## config.mk

```make
export PLATFORM = sky130hd
export DESIGN_NAME = pi_controller_anti_windup
export DESIGN_NICKNAME = d
export VERILOG_FILES = /design/src/hdl/piaw_pkg.sv /design/src/hdl/pi_controller_anti_windup.sv /design/src/hdl/piaw_mul.sv /design/src/hdl/piaw_ctrl.sv /design/src/hdl/piaw_dpath.sv
export SDC_FILE = /design/constraint.sdc
export NUM_CORES = 2
export LEC_CHECK = 0
export BUFFER_PORTS_ARGS = -buffer_cell sky130_fd_sc_hd__buf_4
export CAP_MARGIN = 10
export CORE_MARGIN = 8
export CORE_UTILIZATION = 70
export CTS_CLUSTER_SIZE = 20
export DETAILED_ROUTE_END_ITERATION = 10
export PLACE_DENSITY = 0.95
export SETUP_SLACK_MARGIN = 0.4
export SKIP_LAST_GASP = 1
export SLEW_MARGIN = 0
export SYNTH_ARGS = -nofsm -noshare
export SYNTH_HDL_FRONTEND = slang
export SYNTH_HIERARCHICAL = 1
export SYNTH_SLANG_ARGS = --single-unit
```

## constraint.sdc

```tcl
create_clock -name clk -period 32.4 [get_ports clk]
set_input_delay 4.86 -clock clk [delete_from_list [all_inputs] [get_ports clk]]
set_output_delay 4.86 -clock clk [all_outputs]
set_load 0.005 [all_outputs]
```

## src/hdl/piaw_pkg.sv

```systemverilog
`timescale 1ns / 1ps
// ----------------------------------------------------------------------------
// PI controller package
// Shared widths, register indexes, reset values, command and status types.
// ----------------------------------------------------------------------------
package piaw_pkg;

  localparam int DATA_WIDTH_DEF = 32;

  localparam int IO_W       = 32;
  localparam int CFG_IDX_W  = 2;
  localparam int CFG_DATA_W = 32;
  localparam int GAIN_W     = 32;
  localparam int PERIOD_W   = 24;
  localparam int LIMIT_W    = 31;
  localparam int ERR_W      = 33;
  localparam int MUL_W      = 32;
  localparam int PROD_W     = 2 * MUL_W;
  localparam int TERM_W     = 48;
  localparam int SUM_W      = 52;
  localparam int DMAG_W     = 51;

  localparam logic [CFG_IDX_W-1:0] REG_PROP_GAIN     = 2'd0;
  localparam logic [CFG_IDX_W-1:0] REG_INTEGRAL_GAIN = 2'd1;
  localparam logic [CFG_IDX_W-1:0] REG_SAMPLE_PERIOD = 2'd2;
  localparam logic [CFG_IDX_W-1:0] REG_OUTPUT_LIMIT  = 2'd3;

  localparam logic [GAIN_W-1:0]   PROP_GAIN_RST     = 32'd65536;
  localparam logic [GAIN_W-1:0]   INTEGRAL_GAIN_RST = 32'd0;
  localparam logic [PERIOD_W-1:0] SAMPLE_PERIOD_RST = 24'd1678;
  localparam logic [LIMIT_W-1:0]  OUTPUT_LIMIT_RST  = 31'h7FFF_FFFF;

  // one tenth in Q0.16
  localparam logic [MUL_W-1:0] BACK_Q16 = 32'd6554;

  typedef struct packed {
    logic capture;
    logic mag;
    logic mul_ki;
    logic mul_kp;
    logic mul_sp_lo;
    logic mul_sp_hi;
    logic inc;
    logic iadd;
    logic iclamp;
    logic unsat;
    logic oclamp;
    logic publish;
    logic keep_integ;
    logic mul_bc_lo;
    logic mul_bc_hi;
    logic bterm;
    logic badd;
    logic bclamp;
  } cmd_t;

  typedef struct packed {
    logic sat;
  } sts_t;

  function automatic logic signed [SUM_W-1:0] clamp_sym(
    input logic signed [SUM_W-1:0] v,
    input logic signed [SUM_W-1:0] lim
  );
    logic signed [SUM_W-1:0] res;
    res = v;
    if (v > lim) begin
      res = lim;
    end else if (v < -lim) begin
      res = -lim;
    end
    return res;
  endfunction

endpackage

```

## src/hdl/pi_controller_anti_windup.sv

```systemverilog
`timescale 1ns / 1ps
// ----------------------------------------------------------------------------
// PI controller with back-calculation anti-windup
// Fixed-point Q16.16 PI loop with clamped output and integrator.
// ----------------------------------------------------------------------------
// One transaction is processed at a time. The result register is loaded at
// the publish step and, when the output clamp does not act, the next
// transaction can be accepted in the cycle after it; when the clamp acts,
// the back-calculation steps update the integrator before the next
// acceptance. The sequence is set by the single shared 32x32 multiplier
// (three products for the integral term, one for the proportional term, two
// for back-calculation) and one wide add or clamp per step. A result waiting
// in the output register holds the block only at the publish step.
// Any configuration write clears the integrator.
module pi_controller_anti_windup #(
  parameter int DATA_WIDTH = piaw_pkg::DATA_WIDTH_DEF
) (
  input  logic                                   clk,
  input  logic                                   rst_n,
  input  logic                                   cfg_wr_en,
  input  logic [piaw_pkg::CFG_IDX_W-1:0]         cfg_index,
  input  logic [piaw_pkg::CFG_DATA_W-1:0]        cfg_data,
  input  logic                                   in_valid,
  output logic                                   in_stall,
  input  logic signed [piaw_pkg::IO_W-1:0]       in_reference,
  input  logic signed [piaw_pkg::IO_W-1:0]       in_feedback,
  input  logic signed [piaw_pkg::IO_W-1:0]       in_feedforward,
  output logic                                   out_valid,
  input  logic                                   out_stall,
  output logic signed [piaw_pkg::IO_W-1:0]       out_drive,
  output logic                                   out_saturated
);

  piaw_pkg::cmd_t cmd;
  piaw_pkg::sts_t sts;

  piaw_ctrl u_ctrl (
    .clk       (clk),
    .rst_n     (rst_n),
    .in_valid  (in_valid),
    .in_stall  (in_stall),
    .out_valid (out_valid),
    .out_stall (out_stall),
    .sts       (sts),
    .cmd       (cmd)
  );

  piaw_dpath #(
    .DATA_WIDTH (DATA_WIDTH)
  ) u_dpath (
    .clk            (clk),
    .rst_n          (rst_n),
    .cfg_wr_en      (cfg_wr_en),
    .cfg_index      (cfg_index),
    .cfg_data       (cfg_data),
    .in_reference   (in_reference),
    .in_feedback    (in_feedback),
    .in_feedforward (in_feedforward),
    .out_drive      (out_drive),
    .out_saturated  (out_saturated),
    .cmd            (cmd),
    .sts            (sts)
  );

endmodule

```

## src/hdl/piaw_mul.sv

```systemverilog
`timescale 1ns / 1ps
// ----------------------------------------------------------------------------
// Shared multiplier
// Unsigned 32x32 multiply with a registered 64-bit product.
// ----------------------------------------------------------------------------
module piaw_mul (
  input  logic                               clk,
  input  logic                               en,
  input  logic [piaw_pkg::MUL_W-1:0]         op_a,
  input  logic [piaw_pkg::MUL_W-1:0]         op_b,
  output logic [piaw_pkg::PROD_W-1:0]        prod
);

  logic [piaw_pkg::PROD_W-1:0] prod_r;

  always_ff @(posedge clk) begin
    if (en) begin
      prod_r <= op_a * op_b;
    end
  end

  assign prod = prod_r;

endmodule

```

## src/hdl/piaw_ctrl.sv

```systemverilog
`timescale 1ns / 1ps
// ----------------------------------------------------------------------------
// PI controller sequencer
// Steps one transaction through the datapath and owns both handshakes.
// ----------------------------------------------------------------------------
module piaw_ctrl (
  input  logic                 clk,
  input  logic                 rst_n,
  input  logic                 in_valid,
  output logic                 in_stall,
  output logic                 out_valid,
  input  logic                 out_stall,
  input  piaw_pkg::sts_t       sts,
  output piaw_pkg::cmd_t       cmd
);

  typedef enum logic [16:0] {
    S_IDLE   = 17'b00000000000000001,
    S_MAG    = 17'b00000000000000010,
    S_MKI    = 17'b00000000000000100,
    S_MKP    = 17'b00000000000001000,
    S_MSL    = 17'b00000000000010000,
    S_MSH    = 17'b00000000000100000,
    S_INC    = 17'b00000000001000000,
    S_IADD   = 17'b00000000010000000,
    S_ICLP   = 17'b00000000100000000,
    S_UNSAT  = 17'b00000001000000000,
    S_OCLP   = 17'b00000010000000000,
    S_OUT    = 17'b00000100000000000,
    S_MBL    = 17'b00001000000000000,
    S_MBH    = 17'b00010000000000000,
    S_BTERM  = 17'b00100000000000000,
    S_BADD   = 17'b01000000000000000,
    S_BCLP   = 17'b10000000000000000
  } state_t;

  state_t state_r, state_nxt;
  logic   out_valid_r, out_valid_nxt;
  logic   slot_free;
  logic   publish;

  assign slot_free = !out_valid_r || !out_stall;
  assign publish   = (state_r == S_OUT) && slot_free;
  assign in_stall  = (state_r != S_IDLE);
  assign out_valid = out_valid_r;

  always_comb begin
    state_nxt = state_r;
    unique case (state_r)
      S_IDLE:  if (in_valid) state_nxt = S_MAG;
      S_MAG:   state_nxt = S_MKI;
      S_MKI:   state_nxt = S_MKP;
      S_MKP:   state_nxt = S_MSL;
      S_MSL:   state_nxt = S_MSH;
      S_MSH:   state_nxt = S_INC;
      S_INC:   state_nxt = S_IADD;
      S_IADD:  state_nxt = S_ICLP;
      S_ICLP:  state_nxt = S_UNSAT;
      S_UNSAT: state_nxt = S_OCLP;
      S_OCLP:  state_nxt = S_OUT;
      S_OUT: begin
        if (slot_free) begin
          state_nxt = sts.sat ? S_MBL : S_IDLE;
        end
      end
      S_MBL:   state_nxt = S_MBH;
      S_MBH:   state_nxt = S_BTERM;
      S_BTERM: state_nxt = S_BADD;
      S_BADD:  state_nxt = S_BCLP;
      S_BCLP:  state_nxt = S_IDLE;
      default: state_nxt = S_IDLE;
    endcase
  end

  always_comb begin
    out_valid_nxt = out_valid_r;
    if (publish) begin
      out_valid_nxt = 1'b1;
    end else if (!out_stall) begin
      out_valid_nxt = 1'b0;
    end
  end

  always_comb begin
    cmd            = '0;
    cmd.capture    = (state_r == S_IDLE) && in_valid;
    cmd.mag        = (state_r == S_MAG);
    cmd.mul_ki     = (state_r == S_MKI);
    cmd.mul_kp     = (state_r == S_MKP);
    cmd.mul_sp_lo  = (state_r == S_MSL);
    cmd.mul_sp_hi  = (state_r == S_MSH);
    cmd.inc        = (state_r == S_INC);
    cmd.iadd       = (state_r == S_IADD);
    cmd.iclamp     = (state_r == S_ICLP);
    cmd.unsat      = (state_r == S_UNSAT);
    cmd.oclamp     = (state_r == S_OCLP);
    cmd.publish    = publish;
    cmd.keep_integ = publish && !sts.sat;
    cmd.mul_bc_lo  = (state_r == S_MBL);
    cmd.mul_bc_hi  = (state_r == S_MBH);
    cmd.bterm      = (state_r == S_BTERM);
    cmd.badd       = (state_r == S_BADD);
    cmd.bclamp     = (state_r == S_BCLP);
  end

  always_ff @(posedge clk) begin
    if (!rst_n) begin
      state_r     <= S_IDLE;
      out_valid_r <= 1'b0;
    end else begin
      state_r     <= state_nxt;
      out_valid_r <= out_valid_nxt;
    end
  end

endmodule

```

## src/hdl/piaw_dpath.sv

```systemverilog
`timescale 1ns / 1ps
// ----------------------------------------------------------------------------
// PI controller datapath
// Gain registers, integrator, shared multiplier, wide adders and clamps.
// ----------------------------------------------------------------------------
module piaw_dpath #(
  parameter int DATA_WIDTH = piaw_pkg::DATA_WIDTH_DEF
) (
  input  logic                                   clk,
  input  logic                                   rst_n,
  input  logic                                   cfg_wr_en,
  input  logic [piaw_pkg::CFG_IDX_W-1:0]         cfg_index,
  input  logic [piaw_pkg::CFG_DATA_W-1:0]        cfg_data,
  input  logic signed [piaw_pkg::IO_W-1:0]       in_reference,
  input  logic signed [piaw_pkg::IO_W-1:0]       in_feedback,
  input  logic signed [piaw_pkg::IO_W-1:0]       in_feedforward,
  output logic signed [piaw_pkg::IO_W-1:0]       out_drive,
  output logic                                   out_saturated,
  input  piaw_pkg::cmd_t                         cmd,
  output piaw_pkg::sts_t                         sts
);

  localparam int SUM_W  = piaw_pkg::SUM_W;
  localparam int IO_W   = piaw_pkg::IO_W;
  localparam int MUL_W  = piaw_pkg::MUL_W;
  localparam int PROD_W = piaw_pkg::PROD_W;
  localparam int TERM_W = piaw_pkg::TERM_W;
  localparam int DMAG_W = piaw_pkg::DMAG_W;
  localparam int ERR_W  = piaw_pkg::ERR_W;
  localparam logic signed [SUM_W-1:0] WMAX =
    (SUM_W'(1) << (DATA_WIDTH - 1)) - SUM_W'(1);

  // configuration
  logic [piaw_pkg::GAIN_W-1:0]   kp_r;
  logic [piaw_pkg::GAIN_W-1:0]   ki_r;
  logic [piaw_pkg::PERIOD_W-1:0] sp_r;
  logic [piaw_pkg::LIMIT_W-1:0]  lim_cfg_r;
  logic signed [DATA_WIDTH-1:0]  integ_r;

  // per-transaction working registers
  logic signed [ERR_W-1:0]  err_r;
  logic signed [IO_W-1:0]   ff_r;
  logic signed [SUM_W-1:0]  lim_r;
  logic [MUL_W-1:0]         emag_r;
  logic                     eneg_r;
  logic [PROD_W-1:0]        p_r;
  logic [TERM_W-1:0]        propm_r;
  logic [PROD_W-1:0]        lo_r;
  logic [TERM_W-1:0]        incm_r;
  logic signed [SUM_W-1:0]  isum_r;
  logic signed [SUM_W-1:0]  icl_r;
  logic signed [SUM_W-1:0]  unsat_r;
  logic signed [IO_W-1:0]   drive_r;
  logic                     sat_r;
  logic [DMAG_W-1:0]        dmag_r;
  logic                     dneg_r;
  logic [PROD_W-1:0]        blo_r;
  logic [TERM_W-1:0]        bm_r;
  logic signed [IO_W-1:0]   out_drive_r;
  logic                     out_sat_r;

  // combinational
  logic signed [SUM_W-1:0]  lim_nxt;
  logic signed [SUM_W-1:0]  lim_cfg_ext;
  logic signed [ERR_W-1:0]  err_abs;
  logic signed [SUM_W-1:0]  integ_ext;
  logic signed [SUM_W-1:0]  incm_ext;
  logic signed [SUM_W-1:0]  propm_ext;
  logic signed [SUM_W-1:0]  bm_ext;
  logic signed [SUM_W-1:0]  ff_ext;
  logic signed [SUM_W-1:0]  neg_lim;
  logic                     over_pos;
  logic                     over_neg;
  logic signed [SUM_W-1:0]  drive_full;
  logic signed [SUM_W-1:0]  dmag_full;
  logic signed [SUM_W-1:0]  bcl_full;
  logic [PROD_W-1:0]        inc_sum;
  logic [PROD_W-1:0]        bc_sum;
  logic [MUL_W-1:0]         mul_a;
  logic [MUL_W-1:0]         mul_b;
  logic                     mul_en;
  logic [PROD_W-1:0]        prod;

  assign lim_cfg_ext = SUM_W'(lim_cfg_r);
  assign lim_nxt     = (lim_cfg_ext > WMAX) ? WMAX : lim_cfg_ext;
  assign err_abs     = err_r[ERR_W-1] ? -err_r : err_r;
  assign integ_ext   = {{(SUM_W - DATA_WIDTH){integ_r[DATA_WIDTH-1]}}, integ_r};
  assign incm_ext    = {{(SUM_W - TERM_W){1'b0}}, incm_r};
  assign propm_ext   = {{(SUM_W - TERM_W){1'b0}}, propm_r};
  assign bm_ext      = {{(SUM_W - TERM_W){1'b0}}, bm_r};
  assign ff_ext      = {{(SUM_W - IO_W){ff_r[IO_W-1]}}, ff_r};
  assign neg_lim     = -lim_r;
  assign over_pos    = unsat_r > lim_r;
  assign over_neg    = unsat_r < neg_lim;
  assign drive_full  = over_pos ? lim_r : (over_neg ? neg_lim : unsat_r);
  assign dmag_full   = over_pos ? (unsat_r - lim_r) : (neg_lim - unsat_r);
  assign bcl_full    = piaw_pkg::clamp_sym(isum_r, lim_r);
  assign inc_sum     = prod + (lo_r >> MUL_W);
  assign bc_sum      = {prod[MUL_W-1:0], {MUL_W{1'b0}}} + blo_r;

  always_comb begin
    mul_a  = emag_r;
    mul_b  = ki_r;
    mul_en = 1'b1;
    if (cmd.mul_kp) begin
      mul_b = kp_r;
    end else if (cmd.mul_sp_lo) begin
      mul_a = p_r[MUL_W-1:0];
      mul_b = MUL_W'(sp_r);
    end else if (cmd.mul_sp_hi) begin
      mul_a = p_r[PROD_W-1:MUL_W];
      mul_b = MUL_W'(sp_r);
    end else if (cmd.mul_bc_lo) begin
      mul_a = dmag_r[MUL_W-1:0];
      mul_b = piaw_pkg::BACK_Q16;
    end else if (cmd.mul_bc_hi) begin
      mul_a = {{(PROD_W - DMAG_W){1'b0}}, dmag_r[DMAG_W-1:MUL_W]};
      mul_b = piaw_pkg::BACK_Q16;
    end else if (!cmd.mul_ki) begin
      mul_en = 1'b0;
    end
  end

  piaw_mul u_mul (
    .clk  (clk),
    .en   (mul_en),
    .op_a (mul_a),
    .op_b (mul_b),
    .prod (prod)
  );

  // configuration registers and integrator
  always_ff @(posedge clk) begin
    if (!rst_n) begin
      kp_r      <= piaw_pkg::PROP_GAIN_RST;
      ki_r      <= piaw_pkg::INTEGRAL_GAIN_RST;
      sp_r      <= piaw_pkg::SAMPLE_PERIOD_RST;
      lim_cfg_r <= piaw_pkg::OUTPUT_LIMIT_RST;
      integ_r   <= '0;
    end else if (cfg_wr_en) begin
      unique case (cfg_index)
        piaw_pkg::REG_PROP_GAIN:     kp_r      <= cfg_data[piaw_pkg::GAIN_W-1:0];
        piaw_pkg::REG_INTEGRAL_GAIN: ki_r      <= cfg_data[piaw_pkg::GAIN_W-1:0];
        piaw_pkg::REG_SAMPLE_PERIOD: sp_r      <= cfg_data[piaw_pkg::PERIOD_W-1:0];
        piaw_pkg::REG_OUTPUT_LIMIT:  lim_cfg_r <= cfg_data[piaw_pkg::LIMIT_W-1:0];
        default: ;
      endcase
      integ_r <= '0;
    end else if (cmd.keep_integ) begin
      integ_r <= icl_r[DATA_WIDTH-1:0];
    end else if (cmd.bclamp) begin
      integ_r <= bcl_full[DATA_WIDTH-1:0];
    end
  end

  // working registers
  always_ff @(posedge clk) begin
    if (cmd.capture) begin
      err_r <= {in_reference[IO_W-1], in_reference} - {in_feedback[IO_W-1], in_feedback};
      ff_r  <= in_feedforward;
      lim_r <= lim_nxt;
    end
    if (cmd.mag) begin
      emag_r <= err_abs[MUL_W-1:0];
      eneg_r <= err_r[ERR_W-1];
    end
    if (cmd.mul_kp) begin
      p_r <= prod;
    end
    if (cmd.mul_sp_lo) begin
      propm_r <= prod[TERM_W+15:16];
    end
    if (cmd.mul_sp_hi) begin
      lo_r <= prod;
    end
    if (cmd.inc) begin
      incm_r <= inc_sum[TERM_W+7:8];
    end
    if (cmd.iadd) begin
      isum_r <= eneg_r ? (integ_ext - incm_ext) : (integ_ext + incm_ext);
    end else if (cmd.badd) begin
      isum_r <= dneg_r ? (icl_r - bm_ext) : (icl_r + bm_ext);
    end
    if (cmd.iclamp) begin
      icl_r <= piaw_pkg::clamp_sym(isum_r, lim_r);
    end
    if (cmd.unsat) begin
      unsat_r <= eneg_r ? (icl_r + ff_ext - propm_ext) : (icl_r + ff_ext + propm_ext);
    end
    if (cmd.oclamp) begin
      drive_r <= drive_full[IO_W-1:0];
      sat_r   <= over_pos || over_neg;
      dmag_r  <= dmag_full[DMAG_W-1:0];
      dneg_r  <= over_pos;
    end
    if (cmd.mul_bc_hi) begin
      blo_r <= prod;
    end
    if (cmd.bterm) begin
      bm_r <= bc_sum[TERM_W+15:16];
    end
    if (cmd.publish) begin
      out_drive_r <= drive_r;
      out_sat_r   <= sat_r;
    end
  end

  assign sts.sat       = sat_r;
  assign out_drive     = out_drive_r;
  assign out_saturated = out_sat_r;

endmodule

```

Word-level counts from Yosys, hierarchy flattened
Cells that the tools add are included.

word-level totals
  flip-flop bits (word level) = 972
  logic and storage cells = 125

operators by class
  order comparisons = 5
  bitwise logic cells = 1
  reduce and logical (&&, ||, !) cells = 17
  equality and inequality tests = 24
  add/sub/neg operators = 14
  multiplexer cells = 35
  multiply operators = 1

operator list
  cell                  count
  $mux 32               15
  $mux 52               7
  $pmux 17 s16          1
  $add 52x49->52        2
  $gt 52x32->1          2
  $lt 52x52->1          2
  $sub 52x49->52        2
  $add 64x64->64        1
  $mul 32x32->64        1
  $add 56x32->56        1
  $add 52x32->52        1
  $neg 31->52           1
  $mux 51               1
  $sub 51x32->51        1
  $sub 51x51->51        1
  $add 32x49->50        1
  $sub 32x49->50        1
  $mux 17               2
  $sub 32x32->33        1
  $neg 32->32           1
  $gt 31x31->1 const B  1
  $eq 17x1->1 const B   1
  $eq 17x10->1 const B  1
  $eq 17x11->1 const B  1
  29 further kinds      48

Depth between registers and ports, before layout
  depth in word-level cells = 7
  gate-level depth with buffers = 41
  depth with buffers taken out = 38

By module
Netlist, hierarchy kept.

modules (own cells, without submodules)
  module      instances  cells each  area each (sq um)
  piaw_dpath  1          6143        57667.8
  piaw_mul    1          3752        35362.7
  piaw_ctrl   1          112         1021.0

Least setup slack after synthesis
Ideal clock, no wire load.

  path type = register to register
  start = register u_ctrl.state_r[4]
  end = register u_dpath.u_mul.prod_r (netlist bit u_dpath/u_mul/prod[62]) (data pin)
  setup slack = 18.602 ns
  data required time = 32.138 ns
  cell stages (with the launch flop) = 33
  data arrival time = 13.536 ns
  clock period less this slack = 13.798 ns
  path through = dfxtp_1 > nor4_4 > nand4b_1 > or3_1 > nor3_1 > clkbuf_1 > clkbuf_1 > clkbuf_1 > nand2_1 > o21ai_0 > clkbuf_1 > nand2_1 > fa_1 > inv_1 > fa_1 > fa_1 > fa_1 > fa_1 > fa_1 > fa_1 > inv_1 > fa_1 > inv_1 > ha_1 > a21o_1 > a21o_1 > a221oi_1 > o21ai_0 > a221oi_2 > o221ai_4 > a31oi_1 > o21ai_1 > xor2_1

RTL lines
  item                    RTL line          text
  start, declared         piaw_ctrl.sv:37   state_t state_r, state_nxt;
  start signal, assigned  piaw_ctrl.sv:111  state_r <= state_nxt;
  end signal, assigned    piaw_mul.sv:18    prod_r <= op_a * op_b;
  end, declared           piaw_mul.sv:14    logic [piaw_pkg::PROD_W-1:0] prod_r;

==> results.md <==
* Tcrit/Tclk final at 38.37%
* CP Max Fanout at 51
* Setup bufs post-CTS at 0
* Worst Path Arrival at 12890 ps
* Drt total wl at 331.7 mm
* First-pass GRT wire length at 493.4 mm
* Clk sinks at 924
* Buffers on Ports at 169
* Peak Freq at 80.43 MHz
* Fin nets at 11760
* Synthesized Nets at 11820
* Outcome: finished clean
* Horiz. Die Dim at 382.6 um
* DR iter-0 viols at 11200
* Pins Over Slew Limit at 0
* Buffers plus inverters on the worst setup path at 3
* Gr usage total at 44.40%
* Biggest area consumer among synthesized cells: edfxtp_1
* Pwr Density at 34.79 mW/mm2
* Synthesized flop and latch total at 924
* Post-DR wirelength/cell at 28.04 um
* Ys async rst share at 0%
* Max Buffers Root-to-Sink at 3
* Starting Density at 70.47%
* DRT antenna net count at 0
* Max VDD drop at 53.31 uV
* Critical path class: register to register
* Hold-fix buffers, CTS at 0
* Clock Root Buffer: clkbuf_16
* Max cap viols at 0
* Antenna violations before repair at 22
* Met1 WL at 110.5 mm
* CTS tree: built
* Share of layout cells above drive strength 1 at 6.681%
* Num CTS Buffers at 99
* Setup crit end kind: register
* Min-Delay Path Class: register to register
* Synth area leaders: edfxtp_1, fa_1, ha_1, inv_1, nand2_1
* EDFF count, synth at 755
* Final core occ at 75.80%
* Yosys cell types at 119
* CP max-delay cell: nor2b_1
* Largest net degree at the start of global routing at 128
* Clk_lat worst skew at 740 ps
* Setup violations, final at 0
* Die height at 382.6 um
* Pleak at 44.31 nW
* Routability cong. at 1.085
* Syn_area_per_cell at 9.399 um2
* Synth Flop Type: edfxtp_1
* Level count of the clock H-tree at 3
* Synth top cells by count: inv_1, nand2_1, fa_1
* Data required time of the worst path at 32850 ps
* Max-slew headroom at 16.38%
* Crit path max-delay family: adder cells
* Vias in the first global route at 81980
* Most common cell in the netlist: inv_1
* Final min period at 12430 ps
* Critical path startpoint category: register
* Setup tns final at 0 ps
* Worst path most repeated cell: fa_1
* Area delta synth->final at 7.560%
* Sequential share of the synthesized area at 27.70%
* Clock Pin Slew Worst Setup and Hold Paths at 70 ps
* Post-synth top area share at 24.11%
* Io pins at 170
* Pre-antenna DRT Iters at 9
* CTS resizes at 0
* Hold Vio Cnt, Final at 0
* Uppermost layer routed: met5
* Least-Margin Pin Slew at 1251 ps
* Gr ovfl total at 0
* DP Wirelength at 247.6 mm
* Layout Skew at 42.40 ps
* Core box area at 0.1335 mm2
* Cells after Synth at 10010
* CP max stage delay at 1000 ps
* Via Count at 80230
* DR WL met2 at 144.2 mm
* Die area at 0.1463 mm2
* Site Rows at 134
* Syn. warnings at 6
* RSZ-0062 raised after global routing: false
* Routed met3 length at 46.59 mm
* DRC at 0
* Synthesized cell area at 0.09405 mm2
* Via/cell ratio at 6.781
-- cell usage in the layout, fill, tap and decap left out, drive strengths merged, types with 295 or more instances in the layout --
master and n:
edfxtp 755, nand2 1094, o21ai 425, ha 778, a21oi 674, buf 295
nor2 552, fa 904, inv 1181, and2 630, xnor2 451
-- where the power goes --
part	switching (W)	internal, W	leakage (nW)
Sequential	0.0000240	0.00132	8.14
Combinational	0.000571	0.000336	34.4
Clock	0.000528	0.000740	1.73
-- through the flow --
| step | std cells | setup slack, ps | area (um2) | hold slack [ps] | power (W) |
|---|---|---|---|---|---|
| final | 11830 | 19970 | 101200 | 413.6 | 0.003520 |
| after global routing | 11800 | 19680 | 101100 | 423.3 | 0.003632 |
| after CTS | 11800 | 20410 | 101000 | 412.5 | 0.003484 |
| after detailed placement | 11610 | 20600 | 97420 | 404.5 | 0.002230 |
| after global placement | 11610 | 21000 | 97420 | 400.9 | 0.002201 |
| after floorplan | 10010 | 18600 | 94050 | 400.3 | 0.001967 |
-- state kept, by name, indices dropped and copies added, names as in the netlist, 31 cells and up --
signal and count:
u_dpath/icl_r 52, u_dpath/out_drive 32, u_dpath/blo_r 48, u_dpath/lo_r 32, u_dpath/drive_r 32, u_dpath/err_r 33
u_dpath/dmag_r 51, u_dpath/emag_r 32, u_dpath/integ_r 32, u_dpath/ff_r 32, u_dpath/lim_r 31, u_dpath/p_r 64
u_dpath/u_mul/prod 64, u_dpath/ki_r 32, u_dpath/unsat_r 52, u_dpath/incm_r 48, u_dpath/lim_cfg_r 31, u_dpath/bm_r 48
u_dpath/kp_r 32, u_dpath/propm_r 48, u_dpath/isum_r 52
-- cells by family (layout without fill, tap and decap cells) --
family	Yosys count	count (layout)	synth area share (%)
AO/OA/AOI/OAI	2029	2029	13.72
XOR/XNOR	619	619	5.764
adder cells (fa/ha/maj)	1682	1682	29.59
buffers and inverters	1635	1657	6.564
flip-flops	924	924	27.70
multiplexers	50	50	0.5375
other	0	34	0
AND/OR/NAND/NOR	3068	3068	16.12
-- cell type report --
type | count | area, um2
multi-input cells | 7448 | 62530
fillers | 8590 | 32300
flip-flops and latches | 924 | 26060
inverters | 1176 | 4414
clock buffers | 123 | 2681
repair buffers | 295 | 2255
well taps | 1768 | 2212
clock inverters | 63 | 929.6
diodes | 34 | 85.08
-- per-layer routing --
layer,up-vias,track usage [%]
met2,6511,67.61
met5,-,0
met3,1818,13.28
met4,4,31.70
met1,38370,53.96
li1,33530,-
-- worst paths after layout --
path	startpoint	to	slack [ps]	depth (start not counted)
worst min register to register	u_dpath/drive_r[2]	u_dpath/out_drive[2]	410	0
worst max register to register	u_ctrl/state_r[8]	u_dpath/u_mul/prod[62]	19970	33
worst max-delay path	u_ctrl/state_r[8]	u_dpath/u_mul/prod[62]	19970	33
worst min-delay path	u_dpath/drive_r[2]	u_dpath/out_drive[2]	410	0
(Power assumes the default switching activity.)
